**src/design/smfl_pkg.sv**
```systemverilog
// ----------------------------------------------------------------------------
// smfl_pkg
// Shared widths, operation and status codes, and the command/status bundles
// passed between the slot map controller and its datapath.
// ----------------------------------------------------------------------------
package smfl_pkg;

   // Fixed field widths on the channels
   localparam int KIND_W     = 2;
   localparam int STAT_W     = 2;
   localparam int IDX_PORT_W = 6;
   localparam int CNT_PORT_W = 7;

   // Operation codes
   localparam logic [KIND_W-1:0] KIND_ADD    = 2'd0;
   localparam logic [KIND_W-1:0] KIND_REMOVE = 2'd1;
   localparam logic [KIND_W-1:0] KIND_GET    = 2'd2;
   localparam logic [KIND_W-1:0] KIND_CLEAR  = 2'd3;

   // Result status codes
   localparam logic [STAT_W-1:0] STAT_OK     = 2'd0;
   localparam logic [STAT_W-1:0] STAT_NULL   = 2'd1;
   localparam logic [STAT_W-1:0] STAT_FULL   = 2'd2;
   localparam logic [STAT_W-1:0] STAT_ABSENT = 2'd3;

   // Controller to datapath commands
   typedef struct packed {
      logic ld_req;   // capture the request on a transfer
      logic rd_req;   // read all memories for the captured request
      logic clr_rd;   // clear walk: read the live bit of the current slot
      logic clr_wr;   // clear walk: free the current slot if live
      logic exec;     // commit the request and load the result register
   } dp_cmd_type;

   // Datapath to controller status
   typedef struct packed {
      logic is_clear; // captured request is a clear
      logic hw_zero;  // no slot has ever been created
      logic clr_last; // clear walk is at the last created slot
   } dp_sts_type;

endpackage

```
**src/design/smfl_if.sv**
```systemverilog
// ----------------------------------------------------------------------------
// smfl_req_if / smfl_rsp_if
// Valid/ready channels for requests into and results out of the slot map.
// ----------------------------------------------------------------------------
interface smfl_req_if
   import smfl_pkg::*;
#(
   parameter int HANDLE_BITS = 32
) ();
   logic                   valid;
   logic                   ready;
   logic [KIND_W-1:0]      kind;
   logic [IDX_PORT_W-1:0]  slot_index;
   logic [HANDLE_BITS-1:0] handle;

   modport source (output valid, kind, slot_index, handle, input ready);
   modport sink   (input valid, kind, slot_index, handle, output ready);
endinterface

interface smfl_rsp_if
   import smfl_pkg::*;
#(
   parameter int HANDLE_BITS = 32
) ();
   logic                   valid;
   logic                   ready;
   logic [STAT_W-1:0]      status;
   logic [IDX_PORT_W-1:0]  result_index;
   logic [HANDLE_BITS-1:0] result_handle;
   logic [CNT_PORT_W-1:0]  free_slots;
   logic [CNT_PORT_W-1:0]  slots_used;
   logic                   all_free;

   modport source (output valid, status, result_index, result_handle, free_slots,
                   slots_used, all_free, input ready);
   modport sink   (input valid, status, result_index, result_handle, free_slots,
                   slots_used, all_free, output ready);
endinterface

```
**src/design/smfl_dp.sv**
```systemverilog
// ----------------------------------------------------------------------------
// smfl_dp
// Slot map datapath: request register, handle/live/free-stack memories,
// stack pointer, high-water count, clear walk counter and result register.
// ----------------------------------------------------------------------------
module smfl_dp
   import smfl_pkg::*;
#(
   parameter int SLOTS       = 64,
   parameter int HANDLE_BITS = 32
) (
   input  logic                   clock,
   input  logic                   reset,
   input  dp_cmd_type             cmd,
   output dp_sts_type             sts,
   input  logic [KIND_W-1:0]      req_kind,
   input  logic [IDX_PORT_W-1:0]  req_slot_index,
   input  logic [HANDLE_BITS-1:0] req_handle,
   output logic [STAT_W-1:0]      rsp_status,
   output logic [IDX_PORT_W-1:0]  rsp_result_index,
   output logic [HANDLE_BITS-1:0] rsp_result_handle,
   output logic [CNT_PORT_W-1:0]  rsp_free_slots,
   output logic [CNT_PORT_W-1:0]  rsp_slots_used,
   output logic                   rsp_all_free
);

   localparam int IDX_W = $clog2(SLOTS);
   localparam int CNT_W = $clog2(SLOTS + 1);
   localparam int CMP_W = (IDX_PORT_W > CNT_W) ? IDX_PORT_W : CNT_W;

   // Captured request
   logic [KIND_W-1:0]      kind_ff;
   logic [IDX_PORT_W-1:0]  idx_ff;
   logic [HANDLE_BITS-1:0] handle_ff;

   // Counters
   logic [CNT_W-1:0] free_top_ff, free_top_in;
   logic [CNT_W-1:0] high_water_ff, high_water_in;
   logic [IDX_W-1:0] cnt_ff;

   // Memories and their registered read data
   logic [HANDLE_BITS-1:0] handle_mem_ff [SLOTS];
   logic                   live_mem_ff   [SLOTS];
   logic [IDX_W-1:0]       stack_mem_ff  [SLOTS];
   logic [HANDLE_BITS-1:0] handle_q_ff;
   logic                   live_q_ff;
   logic [IDX_W-1:0]       stack_q_ff;

   // Result register
   logic [STAT_W-1:0]      status_ff, status_in;
   logic [IDX_PORT_W-1:0]  rindex_ff, rindex_in;
   logic [HANDLE_BITS-1:0] rhandle_ff, rhandle_in;
   logic [CNT_PORT_W-1:0]  free_out_ff, used_out_ff;
   logic                   all_free_ff;

   // Write port controls
   logic                   live_we, live_wd, stack_we, handle_we;
   logic [IDX_W-1:0]       live_wa, stack_wa, stack_wd, handle_wa;

   logic [IDX_W-1:0]       slot_addr, live_ra, stack_ra;
   logic                   idx_valid, free_nz, hw_room;

   // Request capture
   always_ff @(posedge clock) begin
      if (cmd.ld_req) begin
         kind_ff   <= req_kind;
         idx_ff    <= req_slot_index;
         handle_ff <= req_handle;
      end
   end

   // Address and condition decode
   assign slot_addr = IDX_W'(idx_ff);
   assign live_ra   = cmd.clr_rd ? cnt_ff : slot_addr;
   assign stack_ra  = IDX_W'(free_top_ff - CNT_W'(1));
   assign free_nz   = (free_top_ff != '0);
   assign hw_room   = (high_water_ff != CNT_W'(SLOTS));
   // slots at or above the high-water mark were never written: gate them out
   assign idx_valid = (CMP_W'(idx_ff) < CMP_W'(high_water_ff)) && live_q_ff;

   // Operation commit and clear walk updates
   always_comb begin
      status_in     = STAT_OK;
      rindex_in     = '0;
      rhandle_in    = '0;
      live_we       = 1'b0;
      live_wa       = slot_addr;
      live_wd       = 1'b0;
      stack_we      = 1'b0;
      stack_wa      = IDX_W'(free_top_ff);
      stack_wd      = slot_addr;
      handle_we     = 1'b0;
      handle_wa     = stack_q_ff;
      free_top_in   = free_top_ff;
      high_water_in = high_water_ff;
      if (cmd.exec) begin
         unique case (kind_ff)
            KIND_ADD: begin
               if (handle_ff == '0) begin
                  status_in = STAT_NULL;
               end else if (free_nz) begin
                  // reuse the most recently freed slot
                  handle_we   = 1'b1;
                  handle_wa   = stack_q_ff;
                  live_we     = 1'b1;
                  live_wa     = stack_q_ff;
                  live_wd     = 1'b1;
                  free_top_in = free_top_ff - CNT_W'(1);
                  rindex_in   = IDX_PORT_W'(stack_q_ff);
               end else if (hw_room) begin
                  // take a fresh slot
                  handle_we     = 1'b1;
                  handle_wa     = IDX_W'(high_water_ff);
                  live_we       = 1'b1;
                  live_wa       = IDX_W'(high_water_ff);
                  live_wd       = 1'b1;
                  high_water_in = high_water_ff + CNT_W'(1);
                  rindex_in     = IDX_PORT_W'(high_water_ff);
               end else begin
                  status_in = STAT_FULL;
               end
            end
            KIND_REMOVE: begin
               rindex_in = idx_ff;
               if (idx_valid) begin
                  live_we     = 1'b1;
                  stack_we    = 1'b1;
                  free_top_in = free_top_ff + CNT_W'(1);
               end else begin
                  status_in = STAT_ABSENT;
               end
            end
            KIND_GET: begin
               rindex_in = idx_ff;
               if (idx_valid) begin
                  rhandle_in = handle_q_ff;
               end else begin
                  status_in = STAT_ABSENT;
               end
            end
            KIND_CLEAR: begin
               // walk already done; result carries counts only
            end
         endcase
      end else if (cmd.clr_wr && live_q_ff) begin
         // free a live slot found by the clear walk
         live_we     = 1'b1;
         live_wa     = cnt_ff;
         stack_we    = 1'b1;
         stack_wd    = cnt_ff;
         free_top_in = free_top_ff + CNT_W'(1);
      end
   end

   // Counters
   always_ff @(posedge clock) begin
      if (reset) begin
         free_top_ff   <= '0;
         high_water_ff <= '0;
         cnt_ff        <= '0;
      end else begin
         free_top_ff   <= free_top_in;
         high_water_ff <= high_water_in;
         if (cmd.rd_req) begin
            cnt_ff <= '0;
         end else if (cmd.clr_wr) begin
            cnt_ff <= cnt_ff + IDX_W'(1);
         end
      end
   end

   // Handle memory
   always_ff @(posedge clock) begin
      if (handle_we) begin
         handle_mem_ff[handle_wa] <= handle_ff;
      end
      if (cmd.rd_req) begin
         handle_q_ff <= handle_mem_ff[slot_addr];
      end
   end

   // Live bit memory, valid below the high-water mark only
   always_ff @(posedge clock) begin
      if (live_we) begin
         live_mem_ff[live_wa] <= live_wd;
      end
      if (cmd.rd_req || cmd.clr_rd) begin
         live_q_ff <= live_mem_ff[live_ra];
      end
   end

   // Free index stack
   always_ff @(posedge clock) begin
      if (stack_we) begin
         stack_mem_ff[stack_wa] <= stack_wd;
      end
      if (cmd.rd_req) begin
         stack_q_ff <= stack_mem_ff[stack_ra];
      end
   end

   // Result register
   always_ff @(posedge clock) begin
      if (cmd.exec) begin
         status_ff   <= status_in;
         rindex_ff   <= rindex_in;
         rhandle_ff  <= rhandle_in;
         free_out_ff <= CNT_PORT_W'(free_top_in);
         used_out_ff <= CNT_PORT_W'(high_water_in);
         all_free_ff <= (free_top_in == high_water_in);
      end
   end

   assign rsp_status        = status_ff;
   assign rsp_result_index  = rindex_ff;
   assign rsp_result_handle = rhandle_ff;
   assign rsp_free_slots    = free_out_ff;
   assign rsp_slots_used    = used_out_ff;
   assign rsp_all_free      = all_free_ff;

   // Status to controller
   assign sts.is_clear = (kind_ff == KIND_CLEAR);
   assign sts.hw_zero  = (high_water_ff == '0);
   assign sts.clr_last = ((CNT_W'(cnt_ff) + CNT_W'(1)) == high_water_ff);

`ifndef SYNTHESIS
   // free stack never holds more slots than were created
   a_stack_bound: assert property (@(posedge clock) disable iff (reset)
      free_top_ff <= high_water_ff)
      else $error("free stack deeper than high-water count");

   // high-water count only grows between resets
   a_hw_monotone: assert property (@(posedge clock) disable iff (reset)
      !$past(reset) |-> high_water_ff >= $past(high_water_ff))
      else $error("high-water count decreased");

   // a clear walk step never runs past the created slots
   a_walk_bound: assert property (@(posedge clock) disable iff (reset)
      cmd.clr_wr |-> CNT_W'(cnt_ff) < high_water_ff)
      else $error("clear walk beyond high-water mark");
`endif

endmodule

```
**src/design/smfl_ctrl.sv**
```systemverilog
// ----------------------------------------------------------------------------
// smfl_ctrl
// Slot map controller: sequences request capture, memory read, clear walk
// and commit, and owns the request ready and result valid handshakes.
// ----------------------------------------------------------------------------
module smfl_ctrl
   import smfl_pkg::*;
(
   input  logic       clock,
   input  logic       reset,
   input  logic       req_valid,
   output logic       req_ready,
   output logic       rsp_valid,
   input  logic       rsp_ready,
   input  dp_sts_type sts,
   output dp_cmd_type cmd
);

   localparam logic [2:0] ST_IDLE   = 3'd0;
   localparam logic [2:0] ST_READ   = 3'd1;
   localparam logic [2:0] ST_CLR_RD = 3'd2;
   localparam logic [2:0] ST_CLR_WR = 3'd3;
   localparam logic [2:0] ST_EXEC   = 3'd4;

   logic [2:0] state_ff, state_in;
   logic       out_valid_ff, out_valid_in;
   logic       can_finish;

   // result register is free, or emptied by a transfer this cycle
   assign can_finish = !out_valid_ff || rsp_ready;

   // Next state and commands
   always_comb begin
      cmd          = '0;
      state_in     = state_ff;
      req_ready    = 1'b0;
      out_valid_in = out_valid_ff && !rsp_ready;
      unique case (state_ff)
         ST_IDLE: begin
            req_ready = 1'b1;
            if (req_valid) begin
               cmd.ld_req = 1'b1;
               state_in   = ST_READ;
            end
         end
         ST_READ: begin
            cmd.rd_req = 1'b1;
            if (sts.is_clear && !sts.hw_zero) begin
               state_in = ST_CLR_RD;
            end else begin
               state_in = ST_EXEC;
            end
         end
         ST_CLR_RD: begin
            cmd.clr_rd = 1'b1;
            state_in   = ST_CLR_WR;
         end
         ST_CLR_WR: begin
            cmd.clr_wr = 1'b1;
            state_in   = sts.clr_last ? ST_EXEC : ST_CLR_RD;
         end
         ST_EXEC: begin
            if (can_finish) begin
               cmd.exec     = 1'b1;
               out_valid_in = 1'b1;
               req_ready    = 1'b1;
               if (req_valid) begin
                  cmd.ld_req = 1'b1;
                  state_in   = ST_READ;
               end else begin
                  state_in = ST_IDLE;
               end
            end
         end
         default: begin
            state_in = ST_IDLE;
         end
      endcase
   end

   // State and result valid
   always_ff @(posedge clock) begin
      if (reset) begin
         state_ff     <= ST_IDLE;
         out_valid_ff <= 1'b0;
      end else begin
         state_ff     <= state_in;
         out_valid_ff <= out_valid_in;
      end
   end

   assign rsp_valid = out_valid_ff;

`ifndef SYNTHESIS
   // an accepted request always goes to the memory read step
   a_accept_read: assert property (@(posedge clock) disable iff (reset)
      (req_valid && req_ready) |=> state_ff == ST_READ)
      else $error("accepted request did not start a read");

   // commit only when the result register can take the new result
   a_commit_room: assert property (@(posedge clock) disable iff (reset)
      cmd.exec |=> rsp_valid)
      else $error("commit without result valid");

   // a clear walk read is always followed by its write step
   a_walk_pair: assert property (@(posedge clock) disable iff (reset)
      cmd.clr_rd |=> cmd.clr_wr)
      else $error("clear walk read not followed by write");
`endif

endmodule

```
**src/design/slot_map_free_list_allocator_top.sv**
```systemverilog
// ----------------------------------------------------------------------------
// slot_map_free_list_allocator_top
// Slot table of object handles with a LIFO stack of freed slot indices.
// ----------------------------------------------------------------------------
// Usage:
//   req_if carries one operation per transfer: add (store a nonzero handle),
//   remove (free a slot), get (read a live slot's handle) or clear (free all).
//   rsp_if returns exactly one result per request: status, slot index,
//   handle, free stack depth, high-water count and an all-free flag, all
//   taken after the operation.
//   Add, remove and get first read the handle, live bit and free stack
//   memories, then commit the write-back and load the result register. The
//   next request can be taken while the last one commits. Clear walks the
//   created slots through the live bit memory, reading each slot's live bit
//   and then freeing the slot if it is live, before its commit.
//   The result register holds while rsp_if.ready is low and a new request is
//   still taken; the next commit waits until the held result is transferred.
//   Reset empties the table at once (counts to zero); no clearing pass is
//   needed since slots above the high-water count are never read.
// ----------------------------------------------------------------------------
module slot_map_free_list_allocator_top
   import smfl_pkg::*;
#(
   parameter int SLOTS       = 64,
   parameter int HANDLE_BITS = 32
) (
   input logic        clock,
   input logic        reset,
   smfl_req_if.sink   req_if,
   smfl_rsp_if.source rsp_if
);

   dp_cmd_type cmd;
   dp_sts_type sts;

   // Sequencer
   smfl_ctrl u_ctrl (
      .clock     (clock),
      .reset     (reset),
      .req_valid (req_if.valid),
      .req_ready (req_if.ready),
      .rsp_valid (rsp_if.valid),
      .rsp_ready (rsp_if.ready),
      .sts       (sts),
      .cmd       (cmd)
   );

   // Memories, counters and result register
   smfl_dp #(
      .SLOTS       (SLOTS),
      .HANDLE_BITS (HANDLE_BITS)
   ) u_dp (
      .clock             (clock),
      .reset             (reset),
      .cmd               (cmd),
      .sts               (sts),
      .req_kind          (req_if.kind),
      .req_slot_index    (req_if.slot_index),
      .req_handle        (req_if.handle),
      .rsp_status        (rsp_if.status),
      .rsp_result_index  (rsp_if.result_index),
      .rsp_result_handle (rsp_if.result_handle),
      .rsp_free_slots    (rsp_if.free_slots),
      .rsp_slots_used    (rsp_if.slots_used),
      .rsp_all_free      (rsp_if.all_free)
   );

endmodule

```
**src/flat_wrapper.sv**
```systemverilog
// flat-port wrapper written by rule: the top's interface ports become plain ports
module slot_map_free_list_allocator_top_flat import smfl_pkg::*;
#(
   parameter int SLOTS       = 64,
   parameter int HANDLE_BITS = 32
)
  (clock, reset, req_if_valid, req_if_kind, req_if_slot_index, req_if_handle, req_if_ready, rsp_if_valid, rsp_if_status, rsp_if_result_index, rsp_if_result_handle, rsp_if_free_slots, rsp_if_slots_used, rsp_if_all_free, rsp_if_ready);
  smfl_req_if #(.HANDLE_BITS(HANDLE_BITS)) req_if_i ();
  smfl_rsp_if #(.HANDLE_BITS(HANDLE_BITS)) rsp_if_i ();
  input logic clock;
  input logic reset;
  input wire logic [$bits(req_if_i.valid)-1:0] req_if_valid;
  input wire logic [$bits(req_if_i.kind)-1:0] req_if_kind;
  input wire logic [$bits(req_if_i.slot_index)-1:0] req_if_slot_index;
  input wire logic [$bits(req_if_i.handle)-1:0] req_if_handle;
  output wire logic [$bits(req_if_i.ready)-1:0] req_if_ready;
  output wire logic [$bits(rsp_if_i.valid)-1:0] rsp_if_valid;
  output wire logic [$bits(rsp_if_i.status)-1:0] rsp_if_status;
  output wire logic [$bits(rsp_if_i.result_index)-1:0] rsp_if_result_index;
  output wire logic [$bits(rsp_if_i.result_handle)-1:0] rsp_if_result_handle;
  output wire logic [$bits(rsp_if_i.free_slots)-1:0] rsp_if_free_slots;
  output wire logic [$bits(rsp_if_i.slots_used)-1:0] rsp_if_slots_used;
  output wire logic [$bits(rsp_if_i.all_free)-1:0] rsp_if_all_free;
  input wire logic [$bits(rsp_if_i.ready)-1:0] rsp_if_ready;
  assign req_if_i.valid = req_if_valid;
  assign req_if_i.kind = req_if_kind;
  assign req_if_i.slot_index = req_if_slot_index;
  assign req_if_i.handle = req_if_handle;
  assign req_if_ready = req_if_i.ready;
  assign rsp_if_valid = rsp_if_i.valid;
  assign rsp_if_status = rsp_if_i.status;
  assign rsp_if_result_index = rsp_if_i.result_index;
  assign rsp_if_result_handle = rsp_if_i.result_handle;
  assign rsp_if_free_slots = rsp_if_i.free_slots;
  assign rsp_if_slots_used = rsp_if_i.slots_used;
  assign rsp_if_all_free = rsp_if_i.all_free;
  assign rsp_if_i.ready = rsp_if_ready;
  slot_map_free_list_allocator_top #(.SLOTS(SLOTS), .HANDLE_BITS(HANDLE_BITS)) u_core (.clock(clock), .reset(reset), .req_if(req_if_i), .rsp_if(rsp_if_i));
endmodule
```
**config.mk**
```make
export PLATFORM = sky130hd
export DESIGN_NAME = slot_map_free_list_allocator_top_flat
export DESIGN_NICKNAME = d
export VERILOG_FILES = /design/src/design/smfl_pkg.sv /design/src/design/smfl_if.sv /design/src/design/smfl_dp.sv /design/src/design/smfl_ctrl.sv /design/src/design/slot_map_free_list_allocator_top.sv /design/src/flat_wrapper.sv
export SDC_FILE = /design/constraint.sdc
export NUM_CORES = 2
export LEC_CHECK = 0
export BUFFER_PORTS_ARGS = -buffer_cell sky130_fd_sc_hd__buf_2
export CORE_UTILIZATION = 60
export DETAILED_ROUTE_END_ITERATION = 10
export PLACE_DENSITY = 0.82
export RECOVER_POWER = 50
export SETUP_SLACK_MARGIN = 0.02
export SYNTH_ARGS = -nofsm -noshare
export SYNTH_HDL_FRONTEND = slang
export SYNTH_HIERARCHICAL = 1
export SYNTH_SLANG_ARGS = --single-unit
```
**constraint.sdc**
```tcl
create_clock -name clock -period 9.95 [get_ports clock]
set_input_delay 0.995 -clock clock [delete_from_list [all_inputs] [get_ports clock]]
set_output_delay 0.995 -clock clock [all_outputs]
set_load 0.01 [all_outputs]
```
==> out/results.md <==
| Metric | Value |
| --- | --- |
| Vias in the first global route | 52.2k |
| Maximum net fanout on the critical path | 37 |
| Syn nets | 4491 |
| Path type of the worst setup path | reg2reg |
| Number of clock sinks | 2654 |
| CTS clock-pin slew for the worst setup and hold paths | 0.07 ns |
| Worst path arrival time | 8.40 ns |
| Run status | complete, but fails checks |
| CTS tree | done |
| Resize count post-CTS | 0 |
| Number of enable flip-flop cells after synthesis | 2630 |
| Final Hold Fails | 0 |
| RSZ-0062 raised after global routing | false |
| Worst hold-check path type | in2reg |
| Worst-Skew Late Latency | 0.90 ns |
| First-pass GRT wire length | 390000 µm |
| Biggest area consumer among synthesized cells | sky130_fd_sc_hd__edfxtp_1 |
| Largest buffer count on any clock path | 3 |
| Cell types with the largest area share after synthesis | sky130_fd_sc_hd__edfxtp_1, sky130_fd_sc_hd__mux4_2, sky130_fd_sc_hd__nor2_1 |
| Post-place setup slack | 4.10 ns |
| Core box area | 170000 µm² |
| Post-CTS setup-driven buffer insertion count | 0 |
| Library cells used by synthesis | 78 |
| GRT Residual Overflow | 0 |
| Net count reported at finish | 4717 |
| Areal power density over the cells | 199 nW/µm² |
| Total length of routed wires | 278000 µm |
| Required time worst endpoint | 10.65 ns |
| Global-route usage over all layers | 32.5% |
| Leak Pwr | 0.0348 µW |
| Inserted Clock Buffers | 238 |
| Kind of capture point of the worst setup path | flop |
| Worst clock skew | 0.0621 ns |
| Mapped Avg Cell Area | 23.2 µm² |
| Total of buffers placed on input and output ports | 100 |
| Ratio of final minimum period to clock period | 77.4% |
| Die Ht | 416 µm |
| Routability congestion estimate | 0.868 |
| Initial antenna violation count | 13 |
| Post-synthesis instance area | 103000 µm² |
| Violation count after the first detailed-routing iteration | 8300 |
| Most common cell after layout, fill and taps aside | sky130_fd_sc_hd__edfxtp_1 |
| Layout cell share with drive strength beyond 1 | 28.2% |
| Detailed placer's ending HPWL | 143000 µm |
| Horizontal die dimension | 416 µm |
| Initial DRT Pass Iterations | 8 |
| Number of failing setup endpoints in the final timing report | 0 |
| Min Tclk post-route | 7.70 ns |
| Worst VDD drop | 0.000191 V |
| Largest net degree at the start of global routing | 131 |
| Number of levels in the clock H-tree | 4 |
| Number of warnings issued by yosys | 6 |
| Number of synthesized register bits | 2654 |
| Setup slack after layout | 2.25 ns |
| Worst Setup Start Kind | flop |
| Top library cells by usage in the layout, fill and taps aside | sky130_fd_sc_hd__edfxtp_1, sky130_fd_sc_hd__mux4_2, sky130_fd_sc_hd__clkbuf_16, sky130_fd_sc_hd__nor2_1, sky130_fd_sc_hd__clkbuf_1 |
| Fraction of synthesis flops using an asynchronous set or reset pin | 0% |
| Portion of the post-synthesis area used by sequential elements | 77.3% |
| I/O pin total | 101 |
| Synthesized netlist cell count | 4432 |
| Top flip-flop cell by instance count after synthesis | sky130_fd_sc_hd__edfxtp_1 |
| Post-DRT Antenna Nets | 0 |
| Count of pins over their slew limit | 2631 |
| Site row count | 151 |
| Number of hold buffers added after cts | 0 |
| Violations in the final reports | capacitance limit, slew limit |
| Slew margin rel. | -168% |
| Area added between synthesis and finish | 10.9% |
| Final setup TNS | 0 ns |
| Max Cap Viol | 46 |
| Remaining routing DRC violations | 0 |
| Total die area | 173000 µm² |
| Maximum clock rate | 130 MHz |
| Clock root buffer | sky130_fd_sc_hd__clkbuf_16 |
| Initial core utilization | 60.5% |
| Post-route core utilization | 67.1% |
| Synth top area share | 76.8% |
| Routed via count divided by cell count | 7.23 |
| Routed len/inst | 39.2 µm |
| Vias | 51.3k |
| Slew at the pin closest to its max-slew limit | 4.02 ns |
## per-stage QoR
step,total power (µW),instances,hold WS (ns),cell area (µm²)
final,22700,7087,0.283,114000
after global routing,23100,7083,0.251,114000
after CTS,22700,7082,0.237,114000
after detailed placement,13600,6636,0.503,107000
after global placement,13600,6636,0.504,107000
after floorplan,13200,4432,0.497,103000
## flip-flops by register name, summed over array words and instances, names as in the netlist, 7 cells and up
register,cells
u_core/u_dp/stack_mem_ff,384
u_core/u_dp/handle_mem_ff,2048
u_core/u_dp/rsp_slots_used,7
u_core/u_dp/handle_ff,32
u_core/u_dp/handle_q_ff,32
u_core/u_dp/rsp_result_handle,32
u_core/u_dp/rsp_free_slots,7
u_core/u_dp/high_water_ff,7
u_core/u_dp/free_top_ff,7
u_core/u_dp/live_mem_ff,64
## routing by layer
layer | vias up | track usage [%] | wire length [µm]
li1 | 19300 | - | -
met1 | 26500 | 40.3 | 86600
met2 | 4553 | 54.8 | 141000
met3 | 916 | 6.44 | 32000
met4 | 8 | 16.7 | 17800
met5 | - | 0 | 48
## synthesized netlist by cell type (5+ instances only)
master	instances
sky130_fd_sc_hd__a211oi_1	7
sky130_fd_sc_hd__a21oi_1	32
sky130_fd_sc_hd__a31oi_1	5
sky130_fd_sc_hd__and2_1	36
sky130_fd_sc_hd__and3_1	6
sky130_fd_sc_hd__buf_1	39
sky130_fd_sc_hd__buf_2	56
sky130_fd_sc_hd__buf_4	5
sky130_fd_sc_hd__clkbuf_1	126
sky130_fd_sc_hd__dfxtp_1	24
sky130_fd_sc_hd__edfxtp_1	2630
sky130_fd_sc_hd__ha_1	15
sky130_fd_sc_hd__inv_1	26
sky130_fd_sc_hd__mux2_2	17
sky130_fd_sc_hd__mux2i_1	32
sky130_fd_sc_hd__mux4_2	800
sky130_fd_sc_hd__nand2_1	81
sky130_fd_sc_hd__nand2b_1	8
sky130_fd_sc_hd__nand3_1	26
sky130_fd_sc_hd__nand3b_1	6
sky130_fd_sc_hd__nand4_1	5
sky130_fd_sc_hd__nor2_1	235
sky130_fd_sc_hd__nor2b_1	15
sky130_fd_sc_hd__nor3_1	16
sky130_fd_sc_hd__nor3b_1	7
sky130_fd_sc_hd__nor4_1	13
sky130_fd_sc_hd__o21ai_0	35
sky130_fd_sc_hd__or2_2	5
sky130_fd_sc_hd__or3_1	9
sky130_fd_sc_hd__xnor2_1	14
sky130_fd_sc_hd__xor2_1	13
## worst max-delay path, stage by stage, from the launching register on
cell and delay, ns:
sky130_fd_sc_hd__edfxtp_1 0.33, sky130_fd_sc_hd__clkbuf_1 2.62, sky130_fd_sc_hd__ha_1 0.60, sky130_fd_sc_hd__a21oi_1 0.22, sky130_fd_sc_hd__o21a_1 0.17, sky130_fd_sc_hd__o21ai_0 0.28, sky130_fd_sc_hd__nor2_1 2.85, sky130_fd_sc_hd__and2_0 0.42
## area by class of cell
| class | count | area, µm² |
|---|---|---|
| flip-flops and latches | 2654 | 79500 |
| fillers | 9662 | 55800 |
| multi-input cells | 1520 | 22700 |
| clock buffers | 276 | 6180 |
| well taps | 2218 | 2780 |
| clock inverters | 170 | 1570 |
| repair buffers | 215 | 1170 |
| inverters | 29 | 109 |
| diodes | 5 | 12.5 |
## power by group
part	switching (µW)	internal, µW	leakage, µW
Sequential	20.0	12400	0.0240
Clock	4210	5030	0.00379
Combinational	676	374	0.00705
## cell families after synthesis
| group | Yosys count | synth area share, % |
|---|---|---|
| AND/OR/NAND/NOR | 497 | 2.33 |
| AO/OA/AOI/OAI | 131 | 0.896 |
| buffers and inverters | 258 | 1.05 |
| XOR/XNOR | 27 | 0.230 |
| flip-flops | 2654 | 77.3 |
| multiplexers | 850 | 18.0 |
| adder cells (fa/ha/maj) | 15 | 0.183 |
## path summary, 6_finish.rpt
path	slack (ns)	from	cells past startpoint	to
worst max-delay path	2.25	u_core/u_dp/idx_ff[2]	7	u_core/u_dp/rsp_result_handle[26]
worst min-delay path	0.28	req_if_handle[0]	1	u_core/u_dp/handle_ff[0]
worst max register to register	2.25	u_core/u_dp/idx_ff[2]	7	u_core/u_dp/rsp_result_handle[26]
worst min register to register	0.52	u_core/u_dp/handle_q_ff[12]	1	u_core/u_dp/rsp_result_handle[12]
Power figures use the tool's default switching activity.
